--- src/hdl/three_point_circle_radius_assert.svh ---
// Assertion macros for three_point_circle_radius.sv, which checks its own logic.
// Each macro takes a label, an antecedent and a consequent, and samples on clk
// with the check held off while arst_n is low.
`ifndef THREE_POINT_CIRCLE_RADIUS_ASSERT_SVH
`define THREE_POINT_CIRCLE_RADIUS_ASSERT_SVH
`ifndef SYNTHESIS
`define TPCR_ASSERT_SAME(label, ante, cons) \
	label: assert property (@(posedge clk) disable iff (!arst_n) (ante) |-> (cons)) \
		else $error("tpcr check failed");
`define TPCR_ASSERT_NEXT(label, ante, cons) \
	label: assert property (@(posedge clk) disable iff (!arst_n) (ante) |=> (cons)) \
		else $error("tpcr check failed");
`else
`define TPCR_ASSERT_SAME(label, ante, cons)
`define TPCR_ASSERT_NEXT(label, ante, cons)
`endif
`endif

--- src/hdl/tpcr_pkg.sv ---
package tpcr_pkg;

	localparam int CW  = 24;  // coordinate width
	localparam int QW  = 26;  // quotient bits resolved by the divider
	localparam int NMW = 76;  // numerator magnitude width
	localparam int DMW = 52;  // denominator magnitude width
	localparam int RMW = DMW + QW;  // divider remainder width
	localparam int RW  = 17;  // radius and register width
	localparam int SW  = 18;  // square root result width
	localparam int SQW = 35;  // width of the squared distance

	localparam logic [RW-1:0] RMIN_RST = 17'd256;
	localparam logic [RW-1:0] RMAX_RST = 17'd128000;

	// Register select, taken from paddr[2].
	localparam logic REG_MIN = 1'b0;
	localparam logic REG_MAX = 1'b1;

	typedef struct packed {
		logic signed [CW-1:0] x1;
		logic signed [CW-1:0] y1;
		logic                 degen;
		logic                 numx_pos;
	} div_side_t;

	typedef struct packed {
		logic degen;
		logic right;
		logic far;
	} sq_side_t;

endpackage

--- src/hdl/tpcr_sqrt.sv ---
module tpcr_sqrt (
	input  logic                     clk,
	input  logic                     arst_n,
	input  logic                     en,
	input  logic                     in_valid,
	input  logic [tpcr_pkg::SQW-1:0] v,
	input  tpcr_pkg::sq_side_t       side,
	output logic                     out_valid,
	output logic [tpcr_pkg::SW-1:0]  root,
	output tpcr_pkg::sq_side_t       side_o
);

	localparam int SW = tpcr_pkg::SW;
	localparam int XW = tpcr_pkg::SQW + 1;

	logic               vld_s  [0:SW];
	logic [XW-1:0]      val_s  [0:SW];
	logic [XW-1:0]      res_s  [0:SW];
	tpcr_pkg::sq_side_t side_s [0:SW];
	logic [XW-1:0]      trial  [0:SW-1];

	always_ff @(posedge clk or negedge arst_n) begin
		if (!arst_n) begin
			vld_s[0] <= 1'b0;
		end else if (en) begin
			vld_s[0] <= in_valid;
		end
	end

	always_ff @(posedge clk) begin
		if (en) begin
			val_s[0]  <= XW'(v);
			res_s[0]  <= '0;
			side_s[0] <= side;
		end
	end

	for (genvar i = 0; i < SW; i++) begin : g_step
		localparam int K = SW - 1 - i;
		localparam logic [XW-1:0] BIT = XW'(1) << (2 * K);

		assign trial[i] = res_s[i] + BIT;

		always_ff @(posedge clk or negedge arst_n) begin
			if (!arst_n) begin
				vld_s[i+1] <= 1'b0;
			end else if (en) begin
				vld_s[i+1] <= vld_s[i];
			end
		end

		always_ff @(posedge clk) begin
			if (en) begin
				side_s[i+1] <= side_s[i];
				if (val_s[i] >= trial[i]) begin
					val_s[i+1] <= val_s[i] - trial[i];
					res_s[i+1] <= (res_s[i] >> 1) + BIT;
				end else begin
					val_s[i+1] <= val_s[i];
					res_s[i+1] <= res_s[i] >> 1;
				end
			end
		end
	end

	assign out_valid = vld_s[SW];
	assign root      = res_s[SW][SW-1:0];
	assign side_o    = side_s[SW];

endmodule
--- config.mk ---
export PLATFORM = sky130hd
export DESIGN_NAME = tpcr_sqrt
export DESIGN_NICKNAME = d
export VERILOG_FILES = /design/src/hdl/three_point_circle_radius_assert.svh /design/src/hdl/tpcr_pkg.sv /design/src/hdl/tpcr_sqrt.sv
export SDC_FILE = /design/constraint.sdc
export NUM_CORES = 1
export LEC_CHECK = 0
export ABC_AREA = 1
export BUFFER_PORTS_ARGS = -buffer_cell sky130_fd_sc_hd__buf_4
export CAP_MARGIN = 10
export CORE_ASPECT_RATIO = 1.2
export CORE_MARGIN = 2
export CORE_UTILIZATION = 32
export CTS_BUF_LIST = sky130_fd_sc_hd__clkbuf_8
export DETAILED_ROUTE_END_ITERATION = 8
export GPL_TIMING_DRIVEN = 0
export PLACE_DENSITY = 0.58
export SYNTH_ARGS = -nofsm -noshare
export SYNTH_HDL_FRONTEND = slang
export SYNTH_SLANG_ARGS = --single-unit
--- constraint.sdc ---
create_clock -name clk -period 2.75 [get_ports clk]
set_input_delay 0.55 -clock clk [delete_from_list [all_inputs] [get_ports clk]]
set_output_delay 0.55 -clock clk [all_outputs]
set_load 0.005 [all_outputs]
# After elaboration in Yosys (flattened, before gate mapping)
# Memory sizes are Yosys's and may differ from the RTL's.
# Index checks and enable logic that the tools add are counted.
[totals]
mem_count = 3
elab_cells = 276
ram_bits = 1425
inputBits = 42
regBits = 19
[mem_list]
columns = ["name", "depth", "word_bits", "read_ports", "rd_ports_with_merged_regs", "write_ports", "line", "source"]
rows = [
  ["res_s", 19, 36, 19, 0, 19, "tpcr_sqrt.sv:18", "logic [XW-1:0] res_s [0:SW];"],
  ["val_s", 19, 36, 18, 0, 19, "tpcr_sqrt.sv:17", "logic [XW-1:0] val_s [0:SW];"],
  ["side_s", 19, 3, 19, 0, 19, "tpcr_sqrt.sv:19", "tpcr_pkg::sq_side_t side_s [0:SW];"],
]
[op_classes]
n_mux = 146
bitwise = 36
n_lt_le_gt_ge = 18
n_addsub = 54
[op_table]
columns = ["cell", "n"]
rows = [
  ["$mux 36", 36],
  ["$ge 36x36->1", 18],
  ["$sub 36x36->36", 18],
  ["$mux 1", 110],
  ["$add 35x1->36 const B", 1],
  ["$add 35x11->36 const B", 1],
  ["$add 35x13->36 const B", 1],
  ["$add 35x15->36 const B", 1],
  ["$add 35x17->36 const B", 1],
  ["$add 35x19->36 const B", 1],
  ["$add 35x21->36 const B", 1],
  ["$add 35x23->36 const B", 1],
  ["$add 35x25->36 const B", 1],
  ["$add 35x27->36 const B", 1],
  ["$add 35x29->36 const B", 1],
  ["$add 35x3->36 const B", 1],
  ["$add 35x31->36 const B", 1],
  ["$add 35x33->36 const B", 1],
  ["$add 35x35->36 const B", 1],
  ["$add 35x5->36 const B", 1],
  ["$add 35x7->36 const B", 1],
  ["$add 35x9->36 const B", 1],
  ["$add 36x1->36 const B", 1],
  ["$add 36x11->36 const B", 1],
  ["17 further kinds", 52],
]

# Longest topological paths before layout
[logic_depth]
depth_word = 6
mapped_depth = 16
ltp_nobuf = 16

# Worst setup path after synthesis
# Ideal clock, no wire load.
[synth_timing]
path_kind = "input -> register"
start = "input en"
end = "memory res_s[4][10] (netlist bit) (enable)"
setup_slack_ps = -87
stages = 3
setup_ps = 428
arrival_ps = 2409
path_cell_list = "buf_4 -> clkbuf_1 -> clkbuf_1"
[synth_lines]
columns = ["item", "line", "source"]
rows = [
  ["start, declared", "tpcr_sqrt.sv:4", "input logic en,"],
  ["end, declared", "tpcr_sqrt.sv:18", ""],
]

==> results.md <==
- The flow ran to the end, and the final reports show no timing, DRC or antenna violations.
- The post-synthesis net count is 5418.
- The pin count of the biggest net entering global routing is 94.
- Before antenna repair, the detailed router went through 6 iterations.
- Setup violations remaining at the end of the flow were counted as 0.
- After detailed placement, the design holds a cell count of 7228.
- The number of hold violations in the final report is 0.
- For this run, the post-layout net count is 5683.
- In the routed design, unresolved DRC markers number 0.
- For this run, the top clock speed supported by timing is 0.384 GHz.
- The share of flip-flops with an asynchronous set or reset after synthesis is 2.13%.
- The critical-path maximum fanout is 5.
- Dividing the synthesized area by the synthesized cell count gives 9.19 um2.
- Counting flops with a built-in enable in the synthesized netlist gives 875.
- The congestion estimate from routability-driven global placement came to 0.928.
- The final cycle utilization of the critical path is 94.7%.
- For this design, the sink count on the clock tree is 894.
- The synthesis warning total is 0.
- The overall die area is 152000 um2.
- The wire length reported by the detailed router is 123 mm.
- The effective utilization at floorplan is 32.2%.
- The number of routed nets with antenna violations is 0.
- Setup repair after global routing left no endpoint under its margin.
- The cell leakage power is 23.5 nW.
- After the first detailed-routing iteration, the DRC count stood at 2252.
- After detailed routing, the average wire length per cell comes to 16.3 um.
- The slew at the pin closest to its max-slew limit is 926 ps.
- The mean number of vias per cell is 4.62.
- The number of max-slew violations in the final report is 0.
- The share of layout cells above drive strength 1 is 9.10%.
- The category of the worst setup path launch point is a register.
- The count of state elements after synthesis is 894.
- For the finished layout, the period the worst path requires is 2610 ps.
- The critical setup path kind is reg2reg.
- The via count of the routed design is 34829.
- The floorplan die height is 427 um.
- The worst hold slack after final layout is 104 ps.
- For the final database, setup skew stands at 112 ps.
- The clock transition time at the flip-flop clock pins of the worst setup and hold paths is 60 ps.
- Clock latency on the worst-skew pair, taken at its later pin, is 940 ps.
- Power spread over the standard cell area amounts to 670 nW/um2.
- The global-route usage over all layers is 16.1%.
- The path type of the worst min-delay path is in2async.
- The overflow left after global routing is 0.
- The kind of capture point of the worst setup path is a register.
- The maximum level of the CTS H-tree is 4.
- After synthesis, flip-flops and latches occupy 56.1% of the total area.
- The reported max-cap violation count is 0.
- The longest clock path from root to sink contains 3 buffers.
- The via count of the first global-routing pass is 34636.
- Fill cells in the final layout number 14968.
- The number of placed I/O pins is 64.
- The pre-CTS setup slack is -1850 ps.
- VDD sags by at most 0.000456 V.
- The count of cells in the finished layout, fillers not included, comes to 7536.
- The first global-routing pass estimated 189 mm of wire.
- The worst path setup slack after routing is 144 ps.
- The number of port buffers is 63.
- The arrival time at the worst endpoint is 3190 ps.
- For the worst setup path, the data required time is 3340 ps.
- The synthesis-to-layout area growth is 13.9%.
- The number of antenna violations at the first check in global routing is 5.
- After technology mapping, the gate count stands at 5191.
- The clock root buffer master is sky130_fd_sc_hd__clkbuf_8.
- The design draws 36.4 mW.
- The number of post-CTS setup repair buffers is 0.
- The CTS tree is built.
- The most frequently used flop master after synthesis is sky130_fd_sc_hd__edfxtp_1.
- The count of distinct cell types in the synthesized netlist is 58.
- The floorplan step defined a core boundary enclosing 148000 um2.
- Headroom to the max-slew limit came out at 38.3%.
- The floorplan has 155 rows.
- The number of buffers created by CTS is 149.
- The die span in x is 357 um.
- The cell area after synthesis is 47700 um2.
- The placed wire-length estimate after detailed placement is 97.9 mm.
-- synth_stat cells, types with 23 or more instances --
master / number / area [um2]
sky130_fd_sc_hd__a21oi_1: 151 / 756
sky130_fd_sc_hd__buf_4: 23 / 173
sky130_fd_sc_hd__clkbuf_1: 23 / 86.3
sky130_fd_sc_hd__edfxtp_1: 875 / 26300
sky130_fd_sc_hd__ha_1: 185 / 2310
sky130_fd_sc_hd__inv_1: 779 / 2920
sky130_fd_sc_hd__nand2_1: 1430 / 5370
sky130_fd_sc_hd__nand2_2: 35 / 219
sky130_fd_sc_hd__nand3_1: 289 / 1450
sky130_fd_sc_hd__nand3b_1: 38 / 285
sky130_fd_sc_hd__nand4_1: 102 / 638
sky130_fd_sc_hd__nor2_1: 631 / 2370
sky130_fd_sc_hd__nor3_1: 67 / 335
sky130_fd_sc_hd__nor4_1: 30 / 188
sky130_fd_sc_hd__o21ai_0: 91 / 455
sky130_fd_sc_hd__o21ai_1: 49 / 245
sky130_fd_sc_hd__o21ai_2: 27 / 236
sky130_fd_sc_hd__xnor2_1: 70 / 613
sky130_fd_sc_hd__xor2_1: 72 / 631
-- cell usage in the layout (no fill, tap or decap), types with 10 or more instances in the layout --
cell,Yosys,final
sky130_fd_sc_hd__a21o_1,10,10
sky130_fd_sc_hd__a21oi_1,151,151
sky130_fd_sc_hd__a21oi_2,10,10
sky130_fd_sc_hd__buf_12,2,14
sky130_fd_sc_hd__buf_4,23,85
sky130_fd_sc_hd__buf_6,12,13
sky130_fd_sc_hd__clkbuf_2,0,17
sky130_fd_sc_hd__clkbuf_8,0,151
sky130_fd_sc_hd__clkinv_1,2,35
sky130_fd_sc_hd__clkinv_2,0,19
sky130_fd_sc_hd__dfrtp_1,19,19
sky130_fd_sc_hd__dlygate4sd3_1,0,40
sky130_fd_sc_hd__edfxtp_1,875,875
sky130_fd_sc_hd__ha_1,185,185
sky130_fd_sc_hd__inv_1,779,822
sky130_fd_sc_hd__inv_2,20,20
sky130_fd_sc_hd__nand2_1,1430,1430
sky130_fd_sc_hd__nand2_2,35,35
sky130_fd_sc_hd__nand3_1,289,289
sky130_fd_sc_hd__nand3b_1,38,38
sky130_fd_sc_hd__nand4_1,102,102
sky130_fd_sc_hd__nor2_1,631,630
sky130_fd_sc_hd__nor2_2,18,19
sky130_fd_sc_hd__nor2_4,11,11
sky130_fd_sc_hd__nor3_1,67,67
sky130_fd_sc_hd__nor4_1,30,30
sky130_fd_sc_hd__o21ai_0,91,91
sky130_fd_sc_hd__o21ai_1,49,49
sky130_fd_sc_hd__o21ai_2,27,27
sky130_fd_sc_hd__o21bai_1,17,17
sky130_fd_sc_hd__or2_2,17,17
sky130_fd_sc_hd__xnor2_1,70,70
sky130_fd_sc_hd__xor2_1,72,72
-- power breakdown --
part | switching, mW | internal (mW) | total [mW]
registers | 1.05 | 16.7 | 17.8
logic | 4.63 | 2.37 | 7.00
clock network | 5.78 | 5.90 | 11.7
total | 11.5 | 25.0 | 36.4
-- worst max-delay path, stage by stage (launching register included) --
cell	delay [ps]
sky130_fd_sc_hd__edfxtp_1	410
sky130_fd_sc_hd__inv_1	70
sky130_fd_sc_hd__ha_1	370
sky130_fd_sc_hd__a21oi_1	110
sky130_fd_sc_hd__nand2_1	230
sky130_fd_sc_hd__inv_1	100
sky130_fd_sc_hd__o21ai_0	540
sky130_fd_sc_hd__nand3_1	180
sky130_fd_sc_hd__nand2_1	100
sky130_fd_sc_hd__nand2_1	50
sky130_fd_sc_hd__nand3_1	70
sky130_fd_sc_hd__nand2_1	100
-- cell families after synthesis --
| logic type | share of synthesized area (%) |
|---|---|
| AND/OR/NAND/NOR | 24.5 |
| AO/OA/AOI/OAI | 4.56 |
| buffers and inverters | 7.37 |
| XOR/XNOR | 2.64 |
| adder cells (fa/ha/maj) | 4.85 |
| flip-flops | 56.1 |
-- metal layers --
metal / GRT usage (%) / vias to the layer above / routed length (um)
li1: - / 17619 / -
met5: 0 / - / 0
met4: 8.31 / 0 / 5840
met2: 30.7 / 761 / 65300
met3: 2.29 / 271 / 3960
met1: 17.1 / 16178 / 47900
-- path summary, 6_finish.rpt --
path	from	endpoint	slack, ps	cells past startpoint
min in group clk	en	side_s[1][0]	140	1
worst min-delay path	arst_n	vld_s[14]	100	2
worst max-delay path	res_s[3][46]	val_s[14][21]	140	11
worst min register to register	side_s[11][2]	side_s[12][2]	410	0
worst max register to register	res_s[3][46]	val_s[14][21]	140	11
max in group asynchronous	arst_n	vld_s[7]	2430	2
-- per-stage QoR --
stage | utilization [%] | setup TNS [ps] | cell area [um2]
6_report | 36.6 | 0 | 54300
2_1_floorplan | - | 0 | 47700
3_3_place_gp | 34.1 | -1782210 | 50700
3_5_place_dp | 34.3 | -1047220 | 50900
5_1_grt | 36.6 | 0 | 54300
4_1_cts | 36.6 | 0 | 54300
-- sequential cells by signal, summed over array words and instances, names as in the netlist --
name and count:
vld_s 18, res_s 171, val_s 647, side_s 57, out_valid 1
-- what timing repair did --
action,4_1_cts,5_1_grt
cloned,0,0
setup endpoints to repair,427,13
pin swaps,0,0
resized for setup,5,5
hold buffers,40,0
endpoints found under the hold margin,58,0
-- final cells by class --
cell class	instances	area (um2)	share of cell area (%)
Multi-Input combinational cell	3424	17500	32.1
Timing Repair Buffer	115	1130	2.09
Clock inverter	116	916	1.69
Tap cell	1962	2450	4.52
Antenna cell	2	5.00	0.00921
Clock buffer	151	2080	3.82
Inverter	802	3020	5.55
Buffer	70	526	0.967
Sequential cell	894	26800	49.2
(Power assumes the default switching activity.)
